**config.mk**
```make
export PLATFORM = sky130hd
export DESIGN_NAME = bitmap_buffer_allocator_top
export DESIGN_NICKNAME = d
export VERILOG_FILES = /design/src/rtl/bba_pkg.sv /design/src/rtl/bitmap_buffer_allocator_top.sv
export SDC_FILE = /design/constraint.sdc
export NUM_CORES = 1
export LEC_CHECK = 0
export ABC_AREA = 1
export ABC_CLOCK_PERIOD_IN_PS = 5400
export CORE_UTILIZATION = 40
export CTS_BUF_LIST = sky130_fd_sc_hd__clkbuf_4
export CTS_CLUSTER_DIAMETER = 100
export DETAILED_ROUTE_END_ITERATION = 8
export DONT_BUFFER_PORTS = 1
export GPL_TIMING_DRIVEN = 0
export MAX_ROUTING_LAYER = met4
export PLACE_DENSITY_LB_ADDON = 0.08
export SYNTH_ARGS = -nofsm -noshare
export SYNTH_HDL_FRONTEND = slang
export SYNTH_SLANG_ARGS = --single-unit
export TNS_END_PERCENT = 20
```
**constraint.sdc**
```tcl
create_clock -name aclk -period 5.4 [get_ports aclk]
set_input_delay 1.08 -clock aclk [delete_from_list [all_inputs] [get_ports aclk]]
set_output_delay 1.08 -clock aclk [all_outputs]
set_load 0.02 [all_outputs]
```
**src/rtl/bba_pkg.sv**
```systemverilog
// Shared constants, codes and types of the bitmap buffer allocator.
package bba_pkg;

    localparam int NUM_BUFS_DEF    = 64;
    localparam int BLOCK_BYTES_DEF = 4096;

    localparam int WORD_BITS  = 32;
    localparam int WORD_SEL_W = 5;

    localparam int OFFSET_W = 18;
    localparam int COUNT_W  = 7;
    localparam int STATUS_W = 2;

    localparam logic [COUNT_W-1:0] BUFFER_COUNT_RST = 7'd64;

    localparam logic OP_ALLOC = 1'b0;
    localparam logic OP_FREE  = 1'b1;

    localparam logic [STATUS_W-1:0] ST_OK           = 2'd0;
    localparam logic [STATUS_W-1:0] ST_POOL_EMPTY   = 2'd1;
    localparam logic [STATUS_W-1:0] ST_OUT_OF_RANGE = 2'd2;
    localparam logic [STATUS_W-1:0] ST_NOT_IN_USE   = 2'd3;

    typedef enum logic [2:0] {
        S_IDLE,
        S_DIV,
        S_FREE_RD,
        S_SCAN,
        S_OFS,
        S_DONE
    } state_t;

endpackage

```
**src/rtl/bitmap_buffer_allocator_top.sv**
```systemverilog
// Top level of the bitmap buffer allocator: in-use bitmap memory and request sequencer.
// Steps: a free passes S_DIV, S_FREE_RD and S_DONE (S_DIV straight to S_DONE when out of
// range); an allocate passes S_SCAN, one bitmap row a cycle, then S_OFS and S_DONE (S_SCAN
// straight to S_DONE if no buffer is free). One request at a time: the next word is taken
// in S_IDLE, after the result is loaded into the output register.
// Reset (synchronous): row valid flags, counters and output valid clear, buffer_count returns to 64.
module bitmap_buffer_allocator_top
    import bba_pkg::*;
#(
    parameter int NUM_BUFS    = NUM_BUFS_DEF,
    parameter int BLOCK_BYTES = BLOCK_BYTES_DEF
) (
    input  logic                aclk,
    input  logic                aresetn,

    input  logic                cfg_we,
    input  logic [COUNT_W-1:0]  cfg_wdata,

    input  logic                s_valid,
    output logic                s_ready,
    input  logic                s_op,
    input  logic [OFFSET_W-1:0] s_free_offset,

    output logic                m_valid,
    input  logic                m_ready,
    output logic [OFFSET_W-1:0] m_alloc_offset,
    output logic [STATUS_W-1:0] m_status,
    output logic [COUNT_W-1:0]  m_in_use_count,
    output logic [COUNT_W-1:0]  m_peak_count
);

    // Bitmap geometry: rows of WORD_BITS flags held in a small synchronous memory.
    localparam int MAP_WORDS = (NUM_BUFS + WORD_BITS - 1) / WORD_BITS;
    localparam int ADDR_W    = (MAP_WORDS > 1) ? $clog2(MAP_WORDS) : 1;
    localparam int FI_W      = ADDR_W + WORD_SEL_W;

    // Counter widths: counts run up to NUM_BUFS.
    localparam int CNT_W = $clog2(NUM_BUFS + 1);
    localparam int CMP_W = (CNT_W > COUNT_W) ? CNT_W : COUNT_W;
    localparam int SC_W  = ((CNT_W > FI_W) ? CNT_W : FI_W) + 1;

    // Offset to index is a multiplication by a rounded-up reciprocal, exact for every
    // 18-bit offset.
    localparam int          DIV_L = $clog2(BLOCK_BYTES);
    localparam int          DIV_S = OFFSET_W + DIV_L;
    localparam longint      DIV_M = ((64'd1 << DIV_S) / BLOCK_BYTES) + 1;
    localparam int          M_W   = $clog2(DIV_M + 1);
    localparam int          PROD_W = OFFSET_W + M_W;
    localparam int          Q_MAX = ((1 << OFFSET_W) - 1) / BLOCK_BYTES;
    localparam int          Q_W   = (Q_MAX > 0) ? $clog2(Q_MAX + 1) : 1;
    localparam int          QC_W  = (Q_W > SC_W) ? Q_W : SC_W;

    // Index to byte offset product.
    localparam int OP_W = (OFFSET_W > FI_W + 17) ? OFFSET_W : FI_W + 17;

    // Control state and request registers.
    state_t              state_reg, state_next;
    logic [COUNT_W-1:0]  buffer_count_reg;
    logic [PROD_W-1:0]   prod_reg, prod_next;
    logic [ADDR_W-1:0]   scan_addr_reg, scan_addr_next;
    logic [FI_W-1:0]     idx_reg, idx_next;
    logic [STATUS_W-1:0] status_reg, status_next;
    logic [OFFSET_W-1:0] res_ofs_reg, res_ofs_next;
    logic [CNT_W-1:0]    total_reg, total_next;
    logic [CNT_W-1:0]    peak_reg, peak_next;

    // Output register.
    logic                m_valid_reg, m_valid_next;
    logic [OFFSET_W-1:0] m_alloc_offset_reg, m_alloc_offset_next;
    logic [STATUS_W-1:0] m_status_reg, m_status_next;
    logic [COUNT_W-1:0]  m_in_use_reg, m_in_use_next;
    logic [COUNT_W-1:0]  m_peak_reg, m_peak_next;

    // Bitmap memory. A row whose valid flag is clear reads as all free.
    logic [WORD_BITS-1:0] map_mem [MAP_WORDS];
    logic [MAP_WORDS-1:0] row_valid_reg;
    logic [WORD_BITS-1:0] rdata_reg;
    logic                 rvalid_reg;
    logic                 rd_en;
    logic [ADDR_W-1:0]    rd_addr;
    logic                 wr_en;
    logic [ADDR_W-1:0]    wr_addr;
    logic [WORD_BITS-1:0] wr_data;

    // Derived values.
    logic [CMP_W-1:0]     bc_x, nb_x, eff_x;
    logic [CNT_W-1:0]     cnt;
    logic [WORD_BITS-1:0] row_word;
    logic [SC_W-1:0]      base_x, cnt_sx, rem_x;
    logic [WORD_BITS-1:0] cand;
    logic                 found;
    logic [WORD_SEL_W-1:0] found_pos;
    logic                 last_row;
    logic [PROD_W-1:0]    prod_sh;
    logic [Q_W-1:0]       q;
    logic [QC_W-1:0]      q_x, cnt_qx;
    logic [FI_W-1:0]      q_idx;
    logic [OP_W-1:0]      ofs_prod;
    logic [CMP_W-1:0]     total_x, peak_x;
    logic                 out_load;

    // The effective pool size saturates at the built size.
    assign bc_x  = CMP_W'(buffer_count_reg);
    assign nb_x  = CMP_W'(NUM_BUFS);
    assign eff_x = (bc_x < nb_x) ? bc_x : nb_x;
    assign cnt   = CNT_W'(eff_x);

    assign row_word = rvalid_reg ? rdata_reg : '0;

    // Only flags below the effective count take part in the search.
    assign base_x   = SC_W'({scan_addr_reg, {WORD_SEL_W{1'b0}}});
    assign cnt_sx   = SC_W'(cnt);
    assign rem_x    = (cnt_sx > base_x) ? (cnt_sx - base_x) : '0;
    assign last_row = (base_x + SC_W'(WORD_BITS)) >= cnt_sx;

    always_comb begin
        for (int b = 0; b < WORD_BITS; b++) begin
            cand[b] = !row_word[b] && (SC_W'(b) < rem_x);
        end
    end

    // Lowest free flag of the row.
    always_comb begin
        found     = 1'b0;
        found_pos = '0;
        for (int b = WORD_BITS - 1; b >= 0; b--) begin
            if (cand[b]) begin
                found     = 1'b1;
                found_pos = WORD_SEL_W'(b);
            end
        end
    end

    // Quotient of the registered reciprocal product.
    assign prod_sh = prod_reg >> DIV_S;
    assign q       = prod_sh[Q_W-1:0];
    assign q_x     = QC_W'(q);
    assign cnt_qx  = QC_W'(cnt);
    assign q_idx   = FI_W'(q_x);

    assign ofs_prod = OP_W'(idx_reg) * OP_W'(BLOCK_BYTES);

    assign total_x = CMP_W'(total_next);
    assign peak_x  = CMP_W'(peak_next);

    assign out_load = (state_reg == S_DONE) && (!m_valid_reg || m_ready);

    assign s_ready        = (state_reg == S_IDLE);
    assign m_valid        = m_valid_reg;
    assign m_alloc_offset = m_alloc_offset_reg;
    assign m_status       = m_status_reg;
    assign m_in_use_count = m_in_use_reg;
    assign m_peak_count   = m_peak_reg;

    // Next state.
    always_comb begin
        state_next = state_reg;
        case (state_reg)
            S_IDLE: begin
                if (s_valid) begin
                    state_next = (s_op == OP_FREE) ? S_DIV : S_SCAN;
                end
            end
            S_DIV: begin
                state_next = (q_x >= cnt_qx) ? S_DONE : S_FREE_RD;
            end
            S_FREE_RD: begin
                state_next = S_DONE;
            end
            S_SCAN: begin
                if (found) begin
                    state_next = S_OFS;
                end else if (last_row) begin
                    state_next = S_DONE;
                end
            end
            S_OFS: begin
                state_next = S_DONE;
            end
            S_DONE: begin
                if (out_load) begin
                    state_next = S_IDLE;
                end
            end
            default: begin
                state_next = S_IDLE;
            end
        endcase
    end

    // Datapath control and memory accesses.
    always_comb begin
        prod_next      = prod_reg;
        scan_addr_next = scan_addr_reg;
        idx_next       = idx_reg;
        status_next    = status_reg;
        res_ofs_next   = res_ofs_reg;
        total_next     = total_reg;
        peak_next      = peak_reg;
        rd_en          = 1'b0;
        rd_addr        = '0;
        wr_en          = 1'b0;
        wr_addr        = scan_addr_reg;
        wr_data        = row_word;
        case (state_reg)
            S_IDLE: begin
                if (s_valid) begin
                    prod_next      = PROD_W'(s_free_offset) * PROD_W'(DIV_M);
                    scan_addr_next = '0;
                    status_next    = ST_OK;
                    res_ofs_next   = '0;
                    rd_en          = (s_op == OP_ALLOC);
                    rd_addr        = '0;
                end
            end
            S_DIV: begin
                idx_next = q_idx;
                if (q_x >= cnt_qx) begin
                    status_next = ST_OUT_OF_RANGE;
                end else begin
                    rd_en   = 1'b1;
                    rd_addr = q_idx[FI_W-1:WORD_SEL_W];
                end
            end
            S_FREE_RD: begin
                if (!row_word[idx_reg[WORD_SEL_W-1:0]]) begin
                    status_next = ST_NOT_IN_USE;
                end else begin
                    wr_en   = 1'b1;
                    wr_addr = idx_reg[FI_W-1:WORD_SEL_W];
                    wr_data = row_word & ~(WORD_BITS'(1) << idx_reg[WORD_SEL_W-1:0]);
                    if (total_reg != '0) begin
                        total_next = total_reg - 1'b1;
                    end
                end
            end
            S_SCAN: begin
                if (found) begin
                    idx_next   = {scan_addr_reg, found_pos};
                    wr_en      = 1'b1;
                    wr_addr    = scan_addr_reg;
                    wr_data    = row_word | (WORD_BITS'(1) << found_pos);
                    total_next = total_reg + 1'b1;
                    if (peak_reg < total_next) begin
                        peak_next = total_next;
                    end
                end else if (last_row) begin
                    status_next = ST_POOL_EMPTY;
                end else begin
                    scan_addr_next = scan_addr_reg + 1'b1;
                    rd_en          = 1'b1;
                    rd_addr        = scan_addr_reg + 1'b1;
                end
            end
            S_OFS: begin
                res_ofs_next = ofs_prod[OFFSET_W-1:0];
            end
            S_DONE: begin
            end
            default: begin
            end
        endcase
    end

    // Output register: loads the result word when the slot is free or being emptied.
    always_comb begin
        m_valid_next        = m_valid_reg;
        m_alloc_offset_next = m_alloc_offset_reg;
        m_status_next       = m_status_reg;
        m_in_use_next       = m_in_use_reg;
        m_peak_next         = m_peak_reg;
        if (m_valid_reg && m_ready) begin
            m_valid_next = 1'b0;
        end
        if (out_load) begin
            m_valid_next        = 1'b1;
            m_alloc_offset_next = res_ofs_reg;
            m_status_next       = status_reg;
            m_in_use_next       = total_x[COUNT_W-1:0];
            m_peak_next         = peak_x[COUNT_W-1:0];
        end
    end

    always_ff @(posedge aclk) begin
        if (!aresetn) begin
            state_reg        <= S_IDLE;
            buffer_count_reg <= BUFFER_COUNT_RST;
            total_reg        <= '0;
            peak_reg         <= '0;
            m_valid_reg      <= 1'b0;
            row_valid_reg    <= '0;
        end else begin
            state_reg   <= state_next;
            total_reg   <= total_next;
            peak_reg    <= peak_next;
            m_valid_reg <= m_valid_next;
            if (cfg_we) begin
                buffer_count_reg <= cfg_wdata;
            end
            if (wr_en) begin
                row_valid_reg[wr_addr] <= 1'b1;
            end
        end
    end

    always_ff @(posedge aclk) begin
        prod_reg           <= prod_next;
        scan_addr_reg      <= scan_addr_next;
        idx_reg            <= idx_next;
        status_reg         <= status_next;
        res_ofs_reg        <= res_ofs_next;
        m_alloc_offset_reg <= m_alloc_offset_next;
        m_status_reg       <= m_status_next;
        m_in_use_reg       <= m_in_use_next;
        m_peak_reg         <= m_peak_next;
    end

    // Bitmap memory: one write port, one registered read port.
    always_ff @(posedge aclk) begin
        if (wr_en) begin
            map_mem[wr_addr] <= wr_data;
        end
        if (rd_en) begin
            rdata_reg <= map_mem[rd_addr];
        end
    end

    // The row valid flag travels with the read data.
    always_ff @(posedge aclk) begin
        if (!aresetn) begin
            rvalid_reg <= 1'b0;
        end else if (rd_en) begin
            rvalid_reg <= row_valid_reg[rd_addr];
        end
    end

endmodule
```
======== Yosys cells after proc, flatten, opt, wreduce, memory -nomap -nowiden ========
Memories as Yosys holds them, arrays and structs flattened. A register that Yosys moved wholly into a read port is not among the register bits.
Index checks and enable logic that the tools add are counted.
storage, ports and cells
  bits in registers ....................... 125
  latch bits .............................. 0
  bits in writable memories ............... 64
  bits in read-only memories .............. 0
  input port bits ......................... 31
  word-level logic and storage cells ...... 290
  memories ................................ 1
cells by class
  add/subtract/negate cells ............... 5
  $mul .................................... 1
  div/mod/pow operators ................... 0
  order comparisons ....................... 41
  equal/unequal tests ..................... 14
  shifts and indexed selects .............. 2
  muxes and demuxes ....................... 122
  bitwise logic cells ..................... 5
  reduce and logical (&&, ||, !) cells .... 83
memories
  name     words  width  rd ports  clocked after memory_dff  wr ports  line                               text
  map_mem  2      32     1         1                         1         bitmap_buffer_allocator_top.sv:75  logic [WORD_BITS-1:0] map_mem [MAP_WORDS];
operators by type and width
  operator                                                    number
  2-to-1 mux 5 bit                                            32
  less-than comparator 5 x 8 -> 1 bit (first input constant)  16
  2-to-1 mux 32 bit                                           3
  less-than comparator 4 x 8 -> 1 bit (first input constant)  8
  case mux 32 bit (2 select lines)                            1
  left shift 1 x 5 -> 32 bit (first input constant)           2
  2-to-1 mux 1 bit                                            54
  2-to-1 mux 7 bit                                            7
  multiplier 18 x 19 -> 36 bit (second input constant)        1
  case mux 18 bit (2 select lines)                            1
  logical AND 1 bit                                           35
  zero test 1 bit                                             33
  bitwise AND 32 bit                                          1
  less-than comparator 3 x 8 -> 1 bit (first input constant)  4
  NOT 32 bit                                                  1
  OR 32 bit                                                   1
  2-to-1 mux 18 bit                                           1
  less-than comparator 1 x 8 -> 1 bit (first input constant)  2
  less-than comparator 2 x 8 -> 1 bit (first input constant)  2
  != test 2 bit (second input constant)                       8
  2-to-1 mux 3 bit                                            5
  case mux 3 bit (5 select lines)                             1
  case mux 7 bit (2 select lines)                             1
  2-to-1 mux 2 bit                                            6
  37 further kinds                                            47

======== Depth between registers and ports, before layout ========
Gate-level depths: netlist of run 1.
  word-level depth ........................ 42
  depth in mapped cells ................... 45
  depth with buffers taken out ............ 44

======== Least setup slack after synthesis of run 1 ========
OpenSTA, ideal clock, no wires.
  path type ............................... register to register
  start ................................... register buffer_count_reg[6] (netlist: bc_x[6])
  end ..................................... memory map_mem[1][0], enable pin
  arrival time ............................ 4,085 ps
  required time ........................... 4,966 ps
  setup slack ............................. 881 ps
  cell stages (with the launch flop) ...... 22
  path buffers ............................ 2
  path through ............................ dfxtp_1 -> buf_6 -> inv_8 -> nand2_1 -> ha_1 -> o21ai_1 -> o21ai_1 -> inv_2 -> nand2_2 -> buf_2 -> inv_2 -> a21boi_0 -> inv_1 -> nand2_1 -> nor2_1 -> nand2_1 -> nor2_1 -> inv_2 -> nor2_1 -> nor2_1 -> inv_1 -> a21oi_1
on the way
  longest elaborated chain between the ends .. 42
RTL lines
  item                                                                                        line                                text
  start, declared                                                                             bitmap_buffer_allocator_top.sv:58   logic [COUNT_W-1:0] buffer_count_reg;
  start signal, assigned                                                                      bitmap_buffer_allocator_top.sv:298  buffer_count_reg <= cfg_wdata;
  less-than comparator 7 bit                                                                  bitmap_buffer_allocator_top.sv:105  assign eff_x = (bc_x < nb_x) ? bc_x : nb_x;
  2-to-1 mux 7 bit *                                                                          bitmap_buffer_allocator_top.sv:105
  subtractor 7 x 6 -> 8 bit / greater-than comparator 7 x 6 -> 1 bit (equally long branches)  bitmap_buffer_allocator_top.sv:113  assign rem_x = (cnt_sx > base_x) ? (cnt_sx - base_x) : '0;
  2-to-1 mux 8 bit *                                                                          bitmap_buffer_allocator_top.sv:113
  less-than comparator 5 x 8 -> 1 bit                                                         bitmap_buffer_allocator_top.sv:118  cand[b] = !row_word[b] && (SC_W'(b) < rem_x);
  logical AND 1 bit                                                                           bitmap_buffer_allocator_top.sv:118
  2-to-1 mux 1 bit (31 in a row)                                                              bitmap_buffer_allocator_top.sv:127  if (cand[b]) begin
  2-to-1 mux 1 bit *                                                                          bitmap_buffer_allocator_top.sv:127
  2-to-1 mux 1 bit *                                                                          bitmap_buffer_allocator_top.sv:238  if (found) begin
  case mux 1 bit (2 select lines) *                                                           bitmap_buffer_allocator_top.sv:205  case (state_reg)
  2-to-1 mux 1 bit *                                                                          bitmap_buffer_allocator_top.sv:320  if (wr_en) begin
  2-to-1 mux 1 bit (implied by the code) *                                                    bitmap_buffer_allocator_top.sv:321  map_mem[wr_addr] <= wr_data;
  end, declared                                                                               bitmap_buffer_allocator_top.sv:75
Every way passes the cells marked *; elsewhere a longest branch is shown, timed or not.

======== Worst setup path after layout of run 1 ========
  start ................................... register buffer_count_reg[6] (netlist: bc_x[6])
  end ..................................... memory map_mem[1][15] (data pin)
on the way
  longest elaborated chain between the ends .. 42
RTL lines
  item                                                                                        line                                text
  less-than comparator 7 bit                                                                  bitmap_buffer_allocator_top.sv:105
  2-to-1 mux 7 bit *                                                                          bitmap_buffer_allocator_top.sv:105
  subtractor 7 x 6 -> 8 bit / greater-than comparator 7 x 6 -> 1 bit (equally long branches)  bitmap_buffer_allocator_top.sv:113
  2-to-1 mux 8 bit *                                                                          bitmap_buffer_allocator_top.sv:113
  less-than comparator 5 x 8 -> 1 bit                                                         bitmap_buffer_allocator_top.sv:118
  logical AND 1 bit                                                                           bitmap_buffer_allocator_top.sv:118
  2-to-1 mux 5 bit (32 in a row)                                                              bitmap_buffer_allocator_top.sv:127
  left shift 1 x 5 -> 32 bit                                                                  bitmap_buffer_allocator_top.sv:242  wr_data = row_word | (WORD_BITS'(1) << found_pos);
  OR 32 bit                                                                                   bitmap_buffer_allocator_top.sv:242
  2-to-1 mux 32 bit *                                                                         bitmap_buffer_allocator_top.sv:238
  case mux 32 bit (2 select lines) *                                                          bitmap_buffer_allocator_top.sv:205
  named net wr_data[15]                                                                       bitmap_buffer_allocator_top.sv:83   logic [WORD_BITS-1:0] wr_data;
The timed path passes the listed nets; every way through them passes the cells marked *.

==> results of run 1 <==
## critical path, cell delays in order, from the launching register on
cell      delay (ns)
dfxtp_1         0.36
buf_6           0.16
inv_8           0.06
nand2_1         0.10
ha_1            0.28
inv_2           0.06
o21ai_1         0.16
nand2_1         0.15
clkbuf_1        0.27
o211ai_1        0.31
nand2_1         0.14
a31oi_1         0.20
nor2_1          0.06
o21ai_1         0.14
a21oi_1         0.08
nor2_1          0.09
nor2_1          0.05
nor2_1          0.14
nor2_1          0.07
o21bai_1        0.12
nand3_1         0.38
nor3_2          0.46
nand2_1         0.15
o21ai_1         0.26
## worst min-delay path by stage
stage | start | endpoint | slack, ns | cells past startpoint
floorplan | res_ofs_reg[12]$_SDFFCE_PN0P_ | m_alloc_offset[12]$_DFFE_PP_ | 0.40 | 0
global placement | res_ofs_reg[16]$_SDFFCE_PN0P_ | m_alloc_offset[16]$_DFFE_PP_ | 0.41 | 0
detailed placement | res_ofs_reg[13]$_SDFFCE_PN0P_ | m_alloc_offset[13]$_DFFE_PP_ | 0.40 | 0
CTS | res_ofs_reg[16]$_SDFFCE_PN0P_ | m_alloc_offset[16]$_DFFE_PP_ | 0.44 | 0
global route | res_ofs_reg[16]$_SDFFCE_PN0P_ | m_alloc_offset[16]$_DFFE_PP_ | 0.45 | 0
finish | res_ofs_reg[16]$_SDFFCE_PN0P_ | m_alloc_offset[16]$_DFFE_PP_ | 0.44 | 0
## synth_stat cells (all sizes together) (2+ instances only)
cell / number / area (um2)
a221oi: 3 / 26.3
o21ai: 68 / 352
o211ai: 11 / 87.6
o22ai: 8 / 50.1
nor2: 94 / 385
a21boi: 2 / 15.0
clkbuf: 12 / 45.0
buf: 25 / 160
xor2: 7 / 61.3
o2111ai: 5 / 43.8
or2: 6 / 37.5
inv: 112 / 428
clkinv: 6 / 22.5
nand3: 37 / 210
dfxtp: 28 / 561
nand4: 10 / 81.3
a31o: 5 / 43.8
nor3: 12 / 65.1
a21oi: 35 / 175
edfxtp: 139 / 4170
o31ai: 2 / 15.0
o311ai: 2 / 17.5
a31oi: 8 / 50.1
nor4: 3 / 18.8
o21a: 2 / 15.0
ha: 18 / 225
o21bai: 10 / 75.1
a211oi: 7 / 52.6
nand2: 297 / 1160
## kinds of logic after synthesis
group                    Yosys count
adder cells (fa/ha/maj)           18
other                              1
flip-flops                       167
XOR/XNOR                           7
AND/OR/NAND/NOR                  460
buffers and inverters            155
AO/OA/AOI/OAI                    171
## per-layer routing
layer / wire length [um] / share of wire [%] / vias up
met5: 0 / 0 / -
met4: 442 / 1.8 / 0
met3: 1150 / 4.6 / 26
met2: 11500 / 46 / 187
met1: 11900 / 48 / 3188
li1: - / - / 3342
## cell type report
class / instances / area (um2)
fill: 2120 / 11700
sequential: 167 / 4730
multi-input combinational: 668 / 3360
inverter: 118 / 450
tap: 275 / 344
clock inverter: 15 / 213
buffer: 37 / 205
clock buffer: 17 / 128
timing repair buffer: 4 / 55.1
antenna: 1 / 2.50
## report_power, final
part / switching (mW) / internal [mW] / leakage, nW
combinational: 1.13 / 0.433 / 2.15
clock: 0.537 / 0.305 / 0.175
sequential: 0.125 / 1.72 / 1.53
total: 1.79 / 2.46 / 3.86
## metrics by stage
stage	setup WS, ns	hold WS [ns]
after floorplan	0.881	0.400
after global placement	-0.862	0.406
after detailed placement	1.03	0.405
after CTS	0.931	0.440
after global routing	0.552	0.453
final	0.940	0.438
==> flow_summary.ini, run 1 <==
[final_layout]
nets = 1062
largest_reg_flops = 64
final_cell_mix = 289 x nand2_1, 139 x edfxtp_1, 99 x inv_1, 87 x nor2_1, 42 x o21ai_0
instances_no_fill = 1302
layout-drive-gt1-share_pct = 11.1
finalInstanceArea_mm2 = 0.00949
layout_commonest_cell = nand2_1
utilization_pct = 44.9
area_delta_synth_final_pct = 9.25

[cts]
cts_buffers = 17
post_cts_buffers = 0
ctsLongestPathBuffers = 2
root_buffer = clkbuf_4
clk_pin_slew_ns = 0.17
clk_latency_ns = 0.58
ctsHoldBuffers = 0
ctsHtreeMaxLevel = 4
cts_tree = done
cts.sinks = 167
cts_resized = 0

[routing]
wirelength_mm = 24.9
detail-route-antenna-nets = 0
first_iter_violations = 541
vias_per_cell = 5.18
post-route-drc-count = 0
firstDrtPassIters = 5
vias = 6743
wl_per_cell_um = 19.2

[critical_path]
cp_data_required_time_ns = 5.78
r2r-end = map_mem[1][15]$_DFFE_PP_
ff2ff_setup_slack_ns = 0.94
startpoint = bc_x[6]$_SDFFE_PN1P_
path_class = reg2reg
crit_fanout = 10
cp-end-kind = register
start_kind = register
worst_ep_arrival_time_ns = 4.84
cp-endpoint = map_mem[1][15]$_DFFE_PP_
ff2ff_path_depth = 23
worstReg2RegStart = bc_x[6]$_SDFFE_PN1P_

[floorplanning]
die_h_um = 149
rows = 53
die_x_um = 149
start_util_pct = 41.1
ioPinCount = 67
placeableCoreArea_mm2 = 0.0212
dieArea_mm2 = 0.0223

[grt]
grt_max_degree = 35
grt_usage_pct = 24.2
use_met3_pct = 3.39
grt_pass1_wl_mm = 38.4
antenna_found_initial = 1
grt_pass1_vias = 6460
busiest_layer = met2
global_route.usage.met2_pct = 37.8
use_met1_pct = 32.6
grt_overflow = 0

[power_and_ir_drop]
p_leak_nw = 3.86
p_total_mw = 4.25
p_per_area_mw_per_mm2 = 448
vdd_drop_max_mv = 0.203

[logic_synthesis]
ys.flop_type = edfxtp_1
syn_area_mm2 = 0.00869
synth-seq-cells = 167
synth_top_family_by_area = simple AND/OR/NAND/NOR gates
avgSynthCellArea_um2 = 8.87
synth_cell_type_count = 49
synthMuxAreaShare_pct = 0
seq_area_frac_synth_pct = 54.5
synthSimpleGateAreaFrac_pct = 22.6
synthCells = 979
synth-xor-area-share_pct = 0.706
synth_edf_count = 139
ys_warn_count = 0
synth_fa_ha_area_share_pct = 2.59
synth_compound_area_share_pct = 12.0
async_reset_ff_share_pct = 0

[place]
dpl.cell_count = 1269
dpl_cell_area_mm2 = 0.00915
dpl.hpwl_mm = 19.1
io_buffers = 0
place_congestion = 0.947

[sta]
worstMarginPinSlew_ns = 0.774
fin_skew_ns = 0.0313
setup_viol = 0
finalSetupTns_ns = 0
hold_viol = 0
rsz0062_at_grt = no
drv_slew = 0
timing.fmax_ghz = 0.224
finalCritPeriodShare_pct = 82.6
relSlewSlack_pct = 48.4
fin_crit_ns = 4.46

[worst_hold_path]
worstHoldPathType = reg2reg

[flow_run]
cap_viol_max_count = 0

[outcome]
status = finished clean
No activity file was read; power rests on OpenSTA's default activity.
==> run 2: changes to the inputs <==
- ABC_CLOCK_PERIOD_IN_PS: 5400 -> 4300
- clock period: 5.4 -> 4.3 ns (I/O delays scaled with it)
==> run 2 against run 1 <==
Compared with the run above:
- die area did not move
- core utilization rose by 1.0 points
- register-to-register slack got worse by 0.55 ns
- combinational power rose by 31%
- global-route usage fell by 0.70 points
- clock power rose by 24%
- clock-buffer cell count did not move
- total power rose by 27%
- design area rose by 2.2%
- worst setup slack got worse by 0.55 ns
- routed wire length fell by 2.3%
- largest cell class unchanged
==> flow_summary.ini, run 2 (same netlist as run 1, synthesis figures left out) <==
[sta]
fin_crit_ns = 3.91
setup_viol = 0
fin_skew_ns = 0.0347
worstMarginPinSlew_ns = 0.930
finalSetupTns_ns = 0
hold_viol = 0
relSlewSlack_pct = 37.5
drv_slew = 0
rsz0062_at_grt = no
setup_ws_ns = 0.389
timing.fmax_ghz = 0.256
finalCritPeriodShare_pct = 90.9

[routing]
firstDrtPassIters = 7
detail-route-antenna-nets = 0
wl_per_cell_um = 18.6
wirelength_mm = 24.4
post-route-drc-count = 0
first_iter_violations = 587
vias = 6713
vias_per_cell = 5.13

[critical_path]
cp-end-kind = register
startpoint = scan_addr_reg$_SDFFCE_PN0P_
crit_fanout = 6
worst_path_largest_cell_delay_ns = 0.53
cpMostUsedCell = nand2_1
cp_slowest_cell = edfxtp_1
path_class = reg2reg
start_kind = register
cp_data_required_time_ns = 4.71
worstReg2RegStart = scan_addr_reg$_SDFFCE_PN0P_
worst_ep_arrival_time_ns = 4.32

[final_layout]
layout-drive-gt1-share_pct = 14.6
area_delta_synth_final_pct = 11.7
largest_reg_flops = 64
final_cell_mix = 285 x nand2_1, 139 x edfxtp_1, 96 x inv_1, 85 x nor2_1, 41 x o21ai_0
instances_no_fill = 1308
nets = 1068
layout_commonest_cell = nand2_1
utilization_pct = 45.9
nFillCells = 2047

[floorplanning]
rows = 53
placeableCoreArea_mm2 = 0.0212
die_x_um = 149
ioPinCount = 67
dieArea_mm2 = 0.0223
start_util_pct = 41.1
die_h_um = 149

[cts]
cts.sinks = 167
cts_tree = done
ctsLongestPathBuffers = 2
root_buffer = clkbuf_4
cts_buffers = 17
clk_latency_ns = 0.60
clk_pin_slew_ns = 0.17
ctsHtreeMaxLevel = 4

[outcome]
status = finished clean

[place]
dp_slack_ns = -0.216
dpl.hpwl_mm = 18.7
io_buffers = 0
dpl.cell_count = 1269
place_congestion = 0.950

[power_and_ir_drop]
vdd_drop_max_mv = 0.184
p_total_mw = 5.40
p_leak_nw = 3.97
p_per_area_mw_per_mm2 = 556

[grt]
grt_pass1_wl_mm = 37.0
grt_pass1_vias = 6177
antenna_found_initial = 1
grt_max_degree = 34
grt_usage_pct = 23.5
grt_overflow = 0

[worst_hold_path]
min_from = s_free_offset[17]
worstHoldPathType = in2reg

[flow_run]
cap_viol_max_count = 0
-- run 2: changes by cell type in the layout (fill, tap and decap cells not counted), sizes merged --
cell	previous run	this run
buf	29	35
bufinv	2	4
inv	117	115
-- run 2: timing repair --
action | 4_1_cts | 5_1_grt
hold buffers | 0 | 0
buffers inserted | 0 | 7
endpoints found under the setup margin | 112 | 212
gates resized for setup | 5 | 42
pin swaps | 0 | 7
-- run 2: through the flow --
step	area, um2	hold WS, ns
3_3_place_gp	9080	0.402
6_report	9700	0.343
4_1_cts	9480	0.317
2_1_floorplan	8730	0.400
5_1_grt	9700	0.298
3_5_place_dp	9150	0.405
-- run 2: path summary, 6_finish.rpt --
kind                                                     end  slack (ns)  depth (start not counted)
worst max-delay path                map_mem[1][11]$_DFFE_PP_        0.39                         39
worst min-delay path                  prod_reg[17]$_DFFE_PP_        0.34                          0
worst max register to register      map_mem[1][11]$_DFFE_PP_        0.39                         39
worst min register to register  m_alloc_offset[13]$_DFFE_PP_        0.44                          0
-- run 2: where the power goes --
| group | switching [mW] | internal [mW] |
|---|---|---|
| logic | 1.44 | 0.611 |
| clock network | 0.620 | 0.418 |
| registers | 0.148 | 2.16 |
-- run 2: final cells by class --
class / count / area [um2] / area share, %
Timing Repair Buffer: 11 / 108 / 1.11
Clock buffer: 17 / 128 / 1.32
Antenna cell: 1 / 2.50 / 0.0258
Inverter: 118 / 469 / 4.83
Buffer: 36 / 206 / 2.13
Sequential cell: 167 / 4740 / 48.8
Clock inverter: 15 / 193 / 1.99
Multi-Input combinational cell: 668 / 3520 / 36.3
Tap cell: 275 / 344 / 3.55
-- run 2: worst max-delay path: cells and delay by family, from the launching register on --
kind / cells / cell delay, ns
adders and majority gates: 1 / 0.22
AOI/OAI and AO/OA: 1 / 0.29
buffers and inverters: 1 / 0.13
DFF: 1 / 0.53
and+or+nand+nor: 36 / 2.55
-- run 2: per-layer routing --
layer	routed length [um]	vias up	part of all wire, %	global-route usage (%)
met5	0	-	0	-
met4	334	0	1.4	5.77
met3	1190	25	4.9	4.31
met2	11500	189	47	36.6
met1	11400	3137	47	31.6
li1	-	3362	-	-
==> run 3: changes to the inputs <==
- ABC_CLOCK_PERIOD_IN_PS: 4300 -> 4560
- clock period: 4.3 -> 4.56 ns (I/O delays scaled with it)
==> run 3 against run 2 <==
Compared with the run above:
- flip-flop and latch count did not move
- clock-buffer cell count unchanged
- total power down 6.0%
- die area did not move
- sequential share of layout area grew 0.74 points
==> flow_summary.ini, run 3 (same netlist as run 1, synthesis figures left out) <==
[worst_hold_path]
worstHoldPathType = in2reg

[critical_path]
start_kind = register
ff2ff_setup_slack_ns = 0.23
worst-path-buf-inv = 5
worst_ep_arrival_time_ns = 4.56
cp-end-kind = register
cp_cell_sequence = buf_2, buf_1, buf_2, nand2_1, nand2_1, o2111ai_1, o211ai_1, nand3_1, inv_1, nor2_1, nor2_1, nand2_1, o21ai_0, o21ai_0, inv_2
cp_slowest_cell = inv_2
cp_data_required_time_ns = 4.79
crit_fanout = 33
cpMostUsedCell = nand2_1
worst_path_largest_cell_delay_ns = 0.59
critPathTopFamily = buffers and inverters
path_class = reg2reg

[flow_run]
cap_viol_max_count = 0

[outcome]
status = finished clean

[cts]
root_buffer = clkbuf_4
ctsLongestPathBuffers = 2
cts_tree = done
ctsHtreeMaxLevel = 4
cts_buffers = 17
ctsHoldBuffers = 0
clk_pin_slew_ns = 0.17
clk_latency_ns = 0.59
post_cts_buffers = 0
cts.sinks = 167

[routing]
first_iter_violations = 607
wl_per_cell_um = 19.2
post-route-drc-count = 0
firstDrtPassIters = 5
vias_per_cell = 5.19
vias = 6757
wirelength_mm = 25.0
detail-route-antenna-nets = 0

[final_layout]
layout_commonest_cell = nand2_1
nFillCells = 2112
nets = 1062
layout-drive-gt1-share_pct = 12.5
final_cell_mix = 288 x nand2_1, 139 x edfxtp_1, 98 x inv_1, 86 x nor2_1, 40 x o21ai_0
largest_reg_flops = 64
finalInstanceArea_mm2 = 0.00956
area_delta_synth_final_pct = 9.99
instances_no_fill = 1302

[power_and_ir_drop]
p_leak_nw = 3.90
vdd_drop_max_mv = 0.241
p_per_area_mw_per_mm2 = 531

[grt]
grt_max_degree = 35
grt_pass1_wl_mm = 38.4
grt_overflow = 0
antenna_found_initial = 1
grt_usage_pct = 24.2
grt_pass1_vias = 6460

[sta]
fin_skew_ns = 0.0328
drv_slew = 0
rsz0062_at_grt = yes
setup_viol = 0
relSlewSlack_pct = 47.7
fin_crit_ns = 4.33
worstMarginPinSlew_ns = 0.784
timing.fmax_ghz = 0.231
finalCritPeriodShare_pct = 95.0
hold_viol = 0

[place]
dpl.cell_count = 1269
place_congestion = 0.947
dpl_cell_area_mm2 = 0.00915
dpl.hpwl_mm = 19.1
io_buffers = 0

[floorplanning]
ioPinCount = 67
placeableCoreArea_mm2 = 0.0212
rows = 53
dieArea_mm2 = 0.0223
die_x_um = 149
die_h_um = 149
start_util_pct = 41.1
run 3: cell count changes in the layout (fill, tap and decap cells not counted), sizes merged:
cell	before	now
bufinv	4	2
inv	115	117
buf	35	29
run 3: power by group:
group          leakage [nW]  internal, mW  switching [mW]  total, mW
logic                  2.19         0.529            1.36       1.88
registers              1.53          2.04           0.149       2.19
clock network         0.175         0.361           0.640       1.00
run 3: final cells by class:
cell class	count	area, um2	area share (%)
diodes	1	2.50	0.0262
plain buffers	37	206	2.16
clock buffers	17	128	1.34
clock inverters	15	213	2.23
inverters	118	450	4.71
multi-input cells	668	3420	35.8
flip-flops and latches	167	4730	49.5
well taps	275	344	3.60
repair buffers	4	55.1	0.576
run 3: repair_timing:
item	in CTS	in global routing
hold endpoints to repair	0	0
setup endpoints to repair	0	130
gates resized for setup	0	20
run 3: per-stage QoR:
stage               setup WS [ns]  utilization, %  power, mW  setup TNS [ns]  hold WS [ns]
detailed placement          0.192            43.2       4.05               0         0.405
floorplan                  0.0413               -       3.44               0         0.400
global placement            -1.70            42.9       4.04          -74.20         0.406
CTS                        0.0911            44.9       5.04               0         0.369
global route              -0.0485            45.2       5.37          -0.900         0.376
finish                      0.228            45.2       5.08               0         0.399
run 3: worst paths after layout:
kind	to	start	cells after the start
worst max-delay path	map_mem[0][24]$_DFFE_PP_	rvalid_reg$_SDFFE_PN0P_	15
worst min-delay path	prod_reg[33]$_DFFE_PP_	s_free_offset[15]	0
worst max register to register	map_mem[0][24]$_DFFE_PP_	rvalid_reg$_SDFFE_PN0P_	15
worst min register to register	m_alloc_offset[16]$_DFFE_PP_	res_ofs_reg[16]$_SDFFCE_PN0P_	0
run 3: layer usage:
metal / routed length [um] / vias up / GRT usage [%]
met5: 0 / - / -
met4: 505 / 0 / 7.14
met3: 1050 / 32 / 3.39
met2: 11500 / 182 / 37.8
met1: 11900 / 3198 / 32.6
li1: - / 3345 / -
